--- src/sv/single_wire_humidity_sensor_decoder_assert.svh ---
// assertion macros shared by the humidity sensor decoder modules
// expects aclk and aresetn in the scope of each use
`ifndef SINGLE_WIRE_HUMIDITY_SENSOR_DECODER_ASSERT_SVH
`define SINGLE_WIRE_HUMIDITY_SENSOR_DECODER_ASSERT_SVH

`ifndef NO_ASSERTIONS

`define SWHS_ASSERT_IMP(name, ante, cons) \
    name: assert property (@(posedge aclk) disable iff (!aresetn) (ante) |-> (cons)) \
        else $error("swhs assertion failed");

`define SWHS_ASSERT_NXT(name, ante, cons) \
    name: assert property (@(posedge aclk) disable iff (!aresetn) (ante) |=> (cons)) \
        else $error("swhs assertion failed");

`else

`define SWHS_ASSERT_IMP(name, ante, cons)

`define SWHS_ASSERT_NXT(name, ante, cons)

`endif

`endif

--- src/sv/swhs_pkg.sv ---
// shared types and constants for the single-wire humidity sensor decoder
// no dependencies
`default_nettype none

package swhs_pkg;

    localparam logic [6:0] EDGE_LIMIT     = 7'd85;
    localparam logic [6:0] FIRST_BIT_EDGE = 7'd4;
    localparam logic [5:0] FRAME_BITS     = 6'd40;

    localparam logic [7:0] BIT_THRESHOLD_RESET = 8'd50;
    localparam logic [7:0] TIMEOUT_LIMIT_RESET = 8'd255;

    // x / 10 == (x * DIV10_MUL) >> 19 for every 16-bit x
    localparam logic [15:0] DIV10_MUL = 16'hCCCD;

    localparam logic [1:0] CFG_BIT_THRESHOLD = 2'd0;
    localparam logic [1:0] CFG_TIMEOUT_LIMIT = 2'd1;

    typedef enum logic [1:0] {
        ST_GOOD     = 2'd0,
        ST_SHORT    = 2'd1,
        ST_CHECKSUM = 2'd2
    } swhs_status_t;

    typedef struct packed {
        logic [7:0] bit_threshold;
        logic [7:0] timeout_limit;
    } swhs_cfg_t;

    typedef struct packed {
        logic [5:0]  bit_count;
        logic [39:0] bits;
    } swhs_frame_t;

endpackage

`default_nettype wire

--- src/sv/single_wire_humidity_sensor_decoder.sv ---
// top level of the single-wire humidity sensor frame decoder
// depends on swhs_pkg, swhs_tracker and swhs_format
`default_nettype none

// Takes one line sample beat per cycle and returns one result beat when a frame ends
// (timeout or edge limit). A beat is accepted every cycle while the result register is
// empty or being taken; the pipeline is input register, tracker state, result register,
// through which the frame-ending sample beat's result passes in that order. The whole
// pipeline stalls only while a result waits in the output register and m_tready is low.
// Configuration writes are always accepted and should be made while no frame is open.

module single_wire_humidity_sensor_decoder import swhs_pkg::*; (
    input  logic        aclk,
    input  logic        aresetn,
    input  logic        s_tvalid,
    output logic        s_tready,
    input  logic [7:0]  s_tdata,   // start_req, line_level, zero pad
    output logic        m_tvalid,
    input  logic        m_tready,
    output logic [71:0] m_tdata,   // frame_status, bits_received, humidity_tenths,
                                   // temperature_tenths, humidity_whole,
                                   // temperature_whole, zero pad
    input  logic        cfg_valid,
    output logic        cfg_ready,
    input  logic [1:0]  cfg_index,
    input  logic [7:0]  cfg_data
);

    swhs_cfg_t   cfg_reg;
    logic        advance;
    logic        in_accept;
    logic        ev_valid;
    swhs_frame_t ev_frame;

    logic               res_valid;
    logic [1:0]         frame_status;
    logic [5:0]         bits_received;
    logic [15:0]        humidity_tenths;
    logic signed [15:0] temperature_tenths;
    logic [12:0]        humidity_whole;
    logic signed [12:0] temperature_whole;

    assign advance   = !res_valid || m_tready;
    assign s_tready  = advance;
    assign in_accept = s_tvalid && advance;
    assign cfg_ready = 1'b1;

    always_ff @(posedge aclk) begin
        if (!aresetn) begin
            cfg_reg.bit_threshold <= BIT_THRESHOLD_RESET;
            cfg_reg.timeout_limit <= TIMEOUT_LIMIT_RESET;
        end else if (cfg_valid) begin
            case (cfg_index)
                CFG_BIT_THRESHOLD: cfg_reg.bit_threshold <= cfg_data;
                CFG_TIMEOUT_LIMIT: cfg_reg.timeout_limit <= cfg_data;
                default: ;
            endcase
        end
    end

    swhs_tracker u_tracker (
        .aclk      (aclk),
        .aresetn   (aresetn),
        .in_accept (in_accept),
        .in_start  (s_tdata[0]),
        .in_level  (s_tdata[1]),
        .advance   (advance),
        .cfg       (cfg_reg),
        .ev_valid  (ev_valid),
        .ev_frame  (ev_frame)
    );

    swhs_format u_format (
        .aclk               (aclk),
        .aresetn            (aresetn),
        .advance            (advance),
        .ev_valid           (ev_valid),
        .ev_frame           (ev_frame),
        .res_valid          (res_valid),
        .frame_status       (frame_status),
        .bits_received      (bits_received),
        .humidity_tenths    (humidity_tenths),
        .temperature_tenths (temperature_tenths),
        .humidity_whole     (humidity_whole),
        .temperature_whole  (temperature_whole)
    );

    assign m_tvalid = res_valid;
    assign m_tdata  = {6'd0, temperature_whole, humidity_whole, temperature_tenths,
                       humidity_tenths, bits_received, frame_status};

endmodule

`default_nettype wire

--- src/sv/swhs_tracker.sv ---
// input register and frame tracking: runs, edges, bit capture, frame end
// depends on swhs_pkg and the assertion macro header
`default_nettype none
`include "single_wire_humidity_sensor_decoder_assert.svh"

module swhs_tracker import swhs_pkg::*; (
    input  logic        aclk,
    input  logic        aresetn,
    input  logic        in_accept,
    input  logic        in_start,
    input  logic        in_level,
    input  logic        advance,
    input  swhs_cfg_t   cfg,
    output logic        ev_valid,
    output swhs_frame_t ev_frame
);

    logic        in_valid_reg;
    logic        in_start_reg;
    logic        in_level_reg;

    logic        in_frame_reg, in_frame_next;
    logic        last_level_reg, last_level_next;
    logic [7:0]  run_count_reg, run_count_next;
    logic [6:0]  edge_index_reg, edge_index_next;
    logic [5:0]  bit_count_reg, bit_count_next;
    logic [39:0] frame_bits_reg, frame_bits_next;

    logic        ev_valid_reg, ev_valid_next;
    swhs_frame_t ev_frame_reg;

    logic        step;
    logic [7:0]  run_inc;
    logic [6:0]  edge_inc;

    assign step     = in_valid_reg && advance;
    assign run_inc  = run_count_reg + 8'd1;
    assign edge_inc = edge_index_reg + 7'd1;

    always_comb begin
        in_frame_next   = in_frame_reg;
        last_level_next = last_level_reg;
        run_count_next  = run_count_reg;
        edge_index_next = edge_index_reg;
        bit_count_next  = bit_count_reg;
        frame_bits_next = frame_bits_reg;
        ev_valid_next   = 1'b0;
        if (in_start_reg) begin
            in_frame_next   = 1'b1;
            last_level_next = 1'b1;
            run_count_next  = 8'd0;
            edge_index_next = 7'd0;
            bit_count_next  = 6'd0;
            frame_bits_next = 40'd0;
        end else if (in_frame_reg) begin
            if (in_level_reg == last_level_reg) begin
                run_count_next = run_inc;
                if (run_inc >= cfg.timeout_limit) begin
                    ev_valid_next = 1'b1;
                    in_frame_next = 1'b0;
                end
            end else begin
                if (edge_index_reg >= FIRST_BIT_EDGE && !edge_index_reg[0] &&
                    bit_count_reg < FRAME_BITS) begin
                    frame_bits_next = {frame_bits_reg[38:0],
                                       run_count_reg > cfg.bit_threshold};
                    bit_count_next  = bit_count_reg + 6'd1;
                end
                last_level_next = in_level_reg;
                run_count_next  = 8'd0;
                edge_index_next = edge_inc;
                if (edge_inc >= EDGE_LIMIT) begin
                    ev_valid_next = 1'b1;
                    in_frame_next = 1'b0;
                end
            end
        end
    end

    always_ff @(posedge aclk) begin
        if (!aresetn) begin
            in_valid_reg   <= 1'b0;
            in_frame_reg   <= 1'b0;
            last_level_reg <= 1'b1;
            run_count_reg  <= 8'd0;
            edge_index_reg <= 7'd0;
            bit_count_reg  <= 6'd0;
            frame_bits_reg <= 40'd0;
            ev_valid_reg   <= 1'b0;
        end else if (advance) begin
            in_valid_reg <= in_accept;
            ev_valid_reg <= step && ev_valid_next;
            if (step) begin
                in_frame_reg   <= in_frame_next;
                last_level_reg <= last_level_next;
                run_count_reg  <= run_count_next;
                edge_index_reg <= edge_index_next;
                bit_count_reg  <= bit_count_next;
                frame_bits_reg <= frame_bits_next;
            end
        end
    end

    always_ff @(posedge aclk) begin
        if (in_accept) begin
            in_start_reg <= in_start;
            in_level_reg <= in_level;
        end
        if (advance) begin
            ev_frame_reg.bit_count <= bit_count_next;
            ev_frame_reg.bits      <= frame_bits_next;
        end
    end

    assign ev_valid = ev_valid_reg;
    assign ev_frame = ev_frame_reg;

    `SWHS_ASSERT_IMP(a_bit_count_bound, 1'b1, bit_count_reg <= FRAME_BITS)
    `SWHS_ASSERT_NXT(a_start_opens, step && in_start_reg, in_frame_reg && bit_count_reg == 6'd0)
    `SWHS_ASSERT_NXT(a_end_closes, step && ev_valid_next, !in_frame_reg && ev_valid_reg)
    `SWHS_ASSERT_IMP(a_event_in_frame, step && ev_valid_next, in_frame_reg && !in_start_reg)

endmodule

`default_nettype wire

--- src/sv/swhs_format.sv ---
// frame result decode: checksum, status, tenths and whole-unit values
// depends on swhs_pkg and the assertion macro header
`default_nettype none
`include "single_wire_humidity_sensor_decoder_assert.svh"

module swhs_format import swhs_pkg::*; (
    input  logic               aclk,
    input  logic               aresetn,
    input  logic               advance,
    input  logic               ev_valid,
    input  swhs_frame_t        ev_frame,
    output logic               res_valid,
    output logic [1:0]         frame_status,
    output logic [5:0]         bits_received,
    output logic [15:0]        humidity_tenths,
    output logic signed [15:0] temperature_tenths,
    output logic [12:0]        humidity_whole,
    output logic signed [12:0] temperature_whole
);

    logic                res_valid_reg;
    logic [1:0]          status_reg, status_next;
    logic [5:0]          count_reg;
    logic [15:0]         hum_reg, hum_next;
    logic signed [15:0]  tmp_reg, tmp_next;
    logic [12:0]         hum_whole_reg, hum_whole_next;
    logic signed [12:0]  tmp_whole_reg, tmp_whole_next;

    logic [7:0]  b0, b1, b2, b3, b4, sum;
    logic [15:0] hum;
    logic [14:0] mag;
    logic [31:0] hum_prod, mag_prod;
    logic [11:0] mag_whole;

    always_comb begin
        b0        = ev_frame.bits[39:32];
        b1        = ev_frame.bits[31:24];
        b2        = ev_frame.bits[23:16];
        b3        = ev_frame.bits[15:8];
        b4        = ev_frame.bits[7:0];
        sum       = b0 + b1 + b2 + b3;
        hum       = {b0, b1};
        mag       = {b2[6:0], b3};
        hum_prod  = {16'd0, hum} * {16'd0, DIV10_MUL};
        mag_prod  = {17'd0, mag} * {16'd0, DIV10_MUL};
        mag_whole = mag_prod[30:19];

        status_next    = ST_GOOD;
        hum_next       = 16'd0;
        tmp_next       = 16'sd0;
        hum_whole_next = 13'd0;
        tmp_whole_next = 13'sd0;
        if (ev_frame.bit_count < FRAME_BITS) begin
            status_next = ST_SHORT;
        end else begin
            if (sum != b4) begin
                status_next = ST_CHECKSUM;
            end
            hum_next       = hum;
            hum_whole_next = hum_prod[31:19];
            if (b2[7]) begin
                tmp_next       = 16'd0 - {1'b0, mag};
                tmp_whole_next = 13'd0 - {1'b0, mag_whole};
            end else begin
                tmp_next       = {1'b0, mag};
                tmp_whole_next = {1'b0, mag_whole};
            end
        end
    end

    always_ff @(posedge aclk) begin
        if (!aresetn) begin
            res_valid_reg <= 1'b0;
        end else if (advance) begin
            res_valid_reg <= ev_valid;
        end
    end

    always_ff @(posedge aclk) begin
        if (advance) begin
            status_reg    <= status_next;
            count_reg     <= ev_frame.bit_count;
            hum_reg       <= hum_next;
            tmp_reg       <= tmp_next;
            hum_whole_reg <= hum_whole_next;
            tmp_whole_reg <= tmp_whole_next;
        end
    end

    assign res_valid          = res_valid_reg;
    assign frame_status       = status_reg;
    assign bits_received      = count_reg;
    assign humidity_tenths    = hum_reg;
    assign temperature_tenths = tmp_reg;
    assign humidity_whole     = hum_whole_reg;
    assign temperature_whole  = tmp_whole_reg;

    `SWHS_ASSERT_IMP(a_good_is_full, res_valid_reg && status_reg != ST_SHORT, count_reg == FRAME_BITS)
    `SWHS_ASSERT_IMP(a_short_is_zero, res_valid_reg && status_reg == ST_SHORT, hum_reg == 16'd0 && tmp_reg == 16'sd0)
    `SWHS_ASSERT_IMP(a_status_code, res_valid_reg, status_reg == ST_GOOD || status_reg == ST_SHORT || status_reg == ST_CHECKSUM)
    `SWHS_ASSERT_IMP(a_whole_sign, res_valid_reg, tmp_reg[15] == tmp_whole_reg[12] || tmp_whole_reg == 13'sd0)

endmodule

`default_nettype wire

--- config.mk ---
export PLATFORM = sky130hd
export DESIGN_NAME = single_wire_humidity_sensor_decoder
export DESIGN_NICKNAME = d
export VERILOG_FILES = /design/src/sv/swhs_pkg.sv /design/src/sv/single_wire_humidity_sensor_decoder.sv /design/src/sv/swhs_tracker.sv /design/src/sv/swhs_format.sv
export VERILOG_INCLUDE_DIRS = /design/src /design/src/sv
export SDC_FILE = /design/constraint.sdc
export NUM_CORES = 1
export LEC_CHECK = 0
export BUFFER_PORTS_ARGS = -buffer_cell sky130_fd_sc_hd__buf_4
export CORE_MARGIN = 4
export CORE_UTILIZATION = 42
export DETAILED_ROUTE_END_ITERATION = 8
export HOLD_SLACK_MARGIN = 0.05
export PLACE_DENSITY = 0.61
export SLEW_MARGIN = 20
export SYNTH_ARGS = -nofsm -noshare
export SYNTH_HDL_FRONTEND = slang
export SYNTH_SLANG_ARGS = --single-unit
--- constraint.sdc ---
create_clock -name aclk -period 8.2 [get_ports aclk]
set_input_delay 0.41 -clock aclk [delete_from_list [all_inputs] [get_ports aclk]]
set_output_delay 0.41 -clock aclk [all_outputs]
set_load 0.1 [all_outputs]
==> results of run 1 <==
-- cell families after synthesis --
family,count (synthesis),share of synthesized area [%]
other cells,2,0.0424
flops,196,28.6
xor+xnor,82,4.06
simple gates,387,10.0
buf+inv,318,7.01
mux,46,2.61
fa+ha+maj,435,37.0
compound gates,259,10.6
-- layout make-up --
cell class	instances	area (µm²)	share of cell area (%)
multi-input cells	1216	11400	58.8
flip-flops and latches	196	5060	26.1
inverters	263	990	5.09
repair buffers	92	691	3.55
well taps	532	666	3.42
clock buffers	18	429	2.21
clock inverters	14	170	0.875
-- cells in the final DEF (no fill, tap or decap), types with 5 or more instances in the layout --
cell and instances:
o21a_1 21, nor2_1 115, o21bai_1 5, conb_1 7, xnor2_1 51, dfxtp_1 82
nand3_1 18, nand4_1 14, buf_4 92, o211ai_1 15, clkbuf_16 17, and3_1 8
a21boi_0 48, ha_1 287, o21ai_0 39, edfxtp_1 114, o21ai_1 6, a21o_1 21
or3_1 6, and2_1 17, a21oi_1 45, nand2_1 142, nor3_1 20, mux2i_1 45
a211oi_1 5, clkinv_8 6, fa_1 148, nor2b_1 19, or2_2 5, inv_1 261
xor2_1 31
-- worst paths after layout --
path	startpoint	end	slack [ps]	cells after the start
worst max-delay path	u_tracker.ev_frame[14]$_DFFE_PN_	u_format.temperature_whole[8]$_SDFFCE_PP0N_	1420	22
worst min-delay path	s_tdata[1]	u_tracker.in_level_reg$_DFFE_PP_	110	1
worst max register to register	u_tracker.ev_frame[14]$_DFFE_PN_	u_format.temperature_whole[8]$_SDFFCE_PP0N_	1420	22
worst min register to register	u_tracker.ev_frame[40]$_DFFE_PN_	u_format.bits_received[0]$_DFFE_PN_	430	0
-- per-layer routing --
layer | share of wire [%] | global-route usage [%]
met1 | 48 | 23.6
met2 | 47 | 28.9
met3 | 3.4 | 2.81
met4 | 1.4 | 4.15
met5 | 0 | 0
-- power groups by stage --
stage          clock network [mW]  logic (mW)  registers (mW)
6_report                    0.849      0.0847            1.04
5_1_grt                     0.913      0.0941            1.04
2_1_floorplan                   0      0.0651            1.06
3_3_place_gp                    0      0.0843            1.06
4_1_cts                     0.875      0.0860            1.04
3_5_place_dp                    0      0.0854            1.06
-- metrics by stage --
stage,power (mW),instance area (µm²)
global placement,1.15,18800
finish,1.97,19400
detailed placement,1.15,18800
CTS,2.00,19400
global route,2.05,19400
floorplan,1.13,17700
==> flow_summary.yaml, run 1 <==
logic_synthesis:
  synth_common_cells: "ha_1 (287), inv_1 (262), fa_1 (148)"
  synth.most_common_cell: "ha_1"
  synth_area_leaders: "ha_1 (20%), edfxtp_1 (19%), fa_1 (17%)"
  synth-edff-count: 114
  yosysUniqueCellTypes: 77
  synth_ff_type: "edfxtp_1"
  synth_top_area_cell: "ha_1"
  synth-seq-cells: 196
  syn_area_um2: 17700
  yosys_warnings: 0
  yosysTopAreaCellShare_pct: 20.3
  ys_seq_area_share_pct: 28.6
  synth.avg_cell_area_um2: 10.3
  synthCells: 1725
  synthArstFlopShare_pct: 0
cts:
  clockBufferDepth: 2
  ctsHoldBuffers: 0
  htree_levels: 4
  cts_tree: "yes"
  cts.clk_slew.worst_paths_ps: 90
  insertion_delay_ps: 460
  cts_buffers: 17
  postCtsSetupBuffers: 0
  cts_root_buf: "clkbuf_16"
  cts_resized: 0
  cts_sinks: 196
route:
  drc: 0
  drtPass1Iterations: 5
  first_iter_violations: 515
  routedWlPerCell_um: 16.1
  routed_wl_um: 37600
  ant_nets: 0
  route.vias.total: 11814
  avgViaCountPerCell: 5.07
final_layout:
  num_antenna_cells: 0
  fill_cells: 3831
  largest_reg_flops: 46
  final_cells: 2331
  area_growth_pct: 9.83
  finish.utilization_pct: 47.2
  drive_gt1_share_pct: 9.01
  nNetsFinal: 2244
critical_path:
  crit_path_max_incr_delay_ps: 770
  path_max_fanout: 11
  endpoint_kind: "flop"
  crit_top_cell: "inv_1"
  worst-setup-path-type: "flop to flop"
  arrival_ps: 6970
  critPathBufInv: 6
  crit_chain: "inv_1 -> ha_1 -> xnor2_1 -> inv_1 -> fa_1 -> inv_1 -> fa_1 -> inv_1 -> fa_1 -> inv_1 -> fa_1 -> inv_1 -> ha_1 -> a21oi_1 -> o221ai_2 -> a221oi_1 -> o211ai_2 -> a211oi_4 -> o221ai_4 -> o211a_1 -> o311ai_1 -> o41ai_1"
  crit_required_ps: 8390
  cp-start-kind: "flop"
  path_delay_family: "adder cells"
  cpMaxStageDelayCell: "edfxtp_1"
timing:
  grt_setup_unrepaired: "no"
  tightestPinTransition_ps: 887
  hold_violations: 0
  drv_slew: 0
  fin_ws_ps: 1420
  slew_headroom_pct: 40.9
  finalCritPeriodShare_pct: 82.7
  setup_viol: 0
  fin_crit_ps: 6780
  finalSetupTns_ps: 0
  skew_ps: 18.4
  hold_ws_ps: 115
  fmax_ghz: 0.148
run_status:
  outcome: "complete, no violations"
global_routing:
  overflow: 0
  grt_pass1_wl_um: 62600
  antenna_found_initial: 0
  grt_pass1_vias: 12204
  grt_max_degree: 82
  grt_use_total_pct: 17.3
power_and_ir_drop:
  intPower_mw: 1.47
  cellPowerDensity_nw_per_um2: 101
  seqPwrFrac_pct: 52.7
  p_clk_share_pct: 43.0
  switching_share_pct: 25.4
  power.static_leakage_nw: 9.97
  combPwrFrac_pct: 4.3
  ir_drop_mv: 0.132
  netSwitchingPower_mw: 0.502
placement:
  place_ws_ps: 1370
  place_hpwl_um: 29500
  place.gp.congestion: 0.854
  placedCellCount: 2299
  portBuffers: 84
floorplan:
  start_util_pct: 43.0
  io_pins: 98
  die-area_um2: 45500
  die_x_um: 213
  row_count: 74
  coreArea_um2: 41200
  die_y_um: 213
flow_run:
  cap_violations: 0
min_path:
  hold_path_class: "input port to flop"
Power figures use the tool's default switching activity.
==> inputs of run 2 (changes only) <==
Settings changed: PLACE_DENSITY 0.61 to 0.64.
Clock period 8.2 ns to 6 ns, I/O delays scaled along.
==> run 2 against run 1 <==
Effect of this change:
- highest routed layer unchanged
- clock skew down 4.3 ps
- fmax up 13%
- power up 39%
- the run now ends with setup timing left
==> flow_summary.yaml, run 2 (same netlist as run 1, synthesis figures left out) <==
run_status:
  outcome: "finished with violations"
  failed_checks: "setup timing"
cts:
  cts_root_buf: "clkbuf_16"
  cts.clk_slew.worst_paths_ps: 80
  cts_buffers: 17
  cts_tree: "yes"
  clockBufferDepth: 2
  htree_levels: 4
  insertion_delay_ps: 460
  cts_sinks: 196
power_and_ir_drop:
  ir_drop_mv: 0.203
  power.static_leakage_nw: 10.5
  cellPowerDensity_nw_per_um2: 132
timing:
  drv_slew: 0
  skew_ps: 14.1
  hold_ws_ps: 76.0
  finalSetupTns_ps: -41.0
  setup_viol: 2
  hold_violations: 0
  fin_ws_ps: -21.4
  fin_crit_ps: 6020
  finalCritPeriodShare_pct: 100
  fmax_ghz: 0.166
  grt_setup_unrepaired: "yes"
  tightestPinTransition_ps: 851
  slew_headroom_pct: 43.1
route:
  drtPass1Iterations: 5
  first_iter_violations: 557
  routedWlPerCell_um: 16.2
  avgViaCountPerCell: 5.09
  ant_nets: 0
  drc: 0
  route.vias.total: 12437
  routed_wl_um: 39700
floorplan:
  die_y_um: 213
  row_count: 74
  coreArea_um2: 41200
  die_x_um: 213
  die-area_um2: 45500
  io_pins: 98
  start_util_pct: 43.0
critical_path:
  reg2reg_from: "u_tracker.ev_frame[21]$_DFFE_PN_"
  arrival_ps: 6210
  crit_required_ps: 6190
  worst-setup-path-type: "flop to flop"
  cp-start-kind: "flop"
  endpoint_kind: "flop"
  reg2reg_slack_ps: -20
  r2r_cells: 24
  regToRegEndpoint: "u_format.temperature_whole[8]$_SDFFCE_PP0N_"
  path_max_fanout: 7
placement:
  place.gp.congestion: 0.939
  dpl_cell_area_um2: 19600
  place_hpwl_um: 31200
  portBuffers: 84
global_routing:
  grt_use_met3_pct: 3.03
  use_met2_pct: 29.1
  grt_max_degree: 82
  grt_pass1_vias: 12629
  grt_pass1_wl_um: 64400
  grt_use_total_pct: 17.8
  antenna_found_initial: 0
  overflow: 0
  use_met1_pct: 24.3
  busiest_layer: "met2"
flow_run:
  cap_violations: 0
min_path:
  whs_endpoint: "cfg_reg[6]$_SDFFE_PN1P_"
  min_path_cells: 3
  min_from: "cfg_data[6]"
  hold_path_class: "input port to flop"
final_layout:
  area_growth_pct: 17.7
  mostFrequentLayoutCells: "ha_1 (261), inv_1 (246), buf_4 (197)"
  final_common_cell: "ha_1"
  drive_gt1_share_pct: 17.7
  nNetsFinal: 2354
  fill_cells: 3596
  fin_area_um2: 20800
  largest_reg_flops: 46
run 2: cell types whose count changed in the layout (fill, tap and decap cells not counted), sizes merged:
cell         before  now
inv             266  271
clkinv           11    6
clkbuf           18   17
bufinv            0    1
buf              92  200
diode             0    1
dlygate4sd3       0    2
run 2: stage by stage:
step	total power, mW	util [%]	setup WS [ps]	std cells
after CTS	2.79	49.6	8.25	2428
after global routing	2.86	50.5	-219	2441
after detailed placement	1.57	47.5	-357	2388
after floorplan	1.54	-	20.5	1730
after global placement	1.57	47.5	21.0	2388
final	2.75	50.5	-21.4	2442
run 2: worst max-delay path by stage:
| stage | startpoint | depth (start not counted) | to | slack, ps |
|---|---|---|---|---|
| detailed placement | u_tracker.ev_frame[12]$_DFFE_PN_ | 22 | u_format.temperature_whole[8]$_SDFFCE_PP0N_ | -360 |
| CTS | u_tracker.ev_frame[21]$_DFFE_PN_ | 25 | u_format.temperature_whole[4]$_SDFFCE_PP0N_ | 8 |
| floorplan | u_tracker.ev_frame[14]$_DFFE_PN_ | 22 | u_format.temperature_whole[8]$_SDFFCE_PP0N_ | 20 |
| finish | u_tracker.ev_frame[21]$_DFFE_PN_ | 24 | u_format.temperature_whole[8]$_SDFFCE_PP0N_ | -20 |
| global placement | u_tracker.ev_frame[9]$_DFFE_PN_ | 23 | u_format.temperature_whole[4]$_SDFFCE_PP0N_ | 20 |
| global route | u_tracker.ev_frame[22]$_DFFE_PN_ | 25 | u_format.temperature_whole[4]$_SDFFCE_PP0N_ | -220 |
run 2: layout make-up:
class	instances	area [µm²]	area share (%)
well taps	532	666	3.20
multi-input cells	1216	11900	57.4
clock buffers	17	425	2.04
inverters	263	990	4.75
flip-flops and latches	196	5060	24.3
diodes	1	2.50	0.0120
repair buffers	202	1530	7.36
clock inverters	15	196	0.943
run 2: per-layer routing:
| metal | wire length, µm | part of all wire (%) |
|---|---|---|
| met4 | 1030 | 2.6 |
| met2 | 18700 | 47 |
| met5 | 0 | 0 |
| met1 | 18300 | 46 |
| met3 | 1580 | 4.0 |
run 2: worst max-delay path, cell delays in order, from the launching register on:
cell	delay [ps]
edfxtp_1	400
buf_4	160
ha_2	180
ha_4	230
a21o_1	210
fa_1	580
inv_2	40
fa_1	480
inv_2	40
fa_1	510
inv_2	40
fa_1	510
inv_2	50
ha_4	280
nand4_4	110
nor3_4	270
o31ai_4	120
o211ai_1	190
xnor2_1	200
ha_2	220
inv_2	40
a31o_4	240
o211a_1	240
o311ai_1	300
o41ai_1	130
run 2: timing repair:
action | CTS | global route
hold buffers | 2 | 0
endpoints found under the hold margin | 2 | 0
gates resized for setup | 29 | 55
setup endpoints to repair | 7 | 13
pin swaps | 19 | 41
setup buffers | 6 | 13
run 2: power breakdown:
part / switching [mW] / leakage [nW] / internal, mW
Clock: 0.601 / 0.305 / 0.610
Combinational: 0.0827 / 8.17 / 0.0377
Sequential: 0.00470 / 2.06 / 1.41
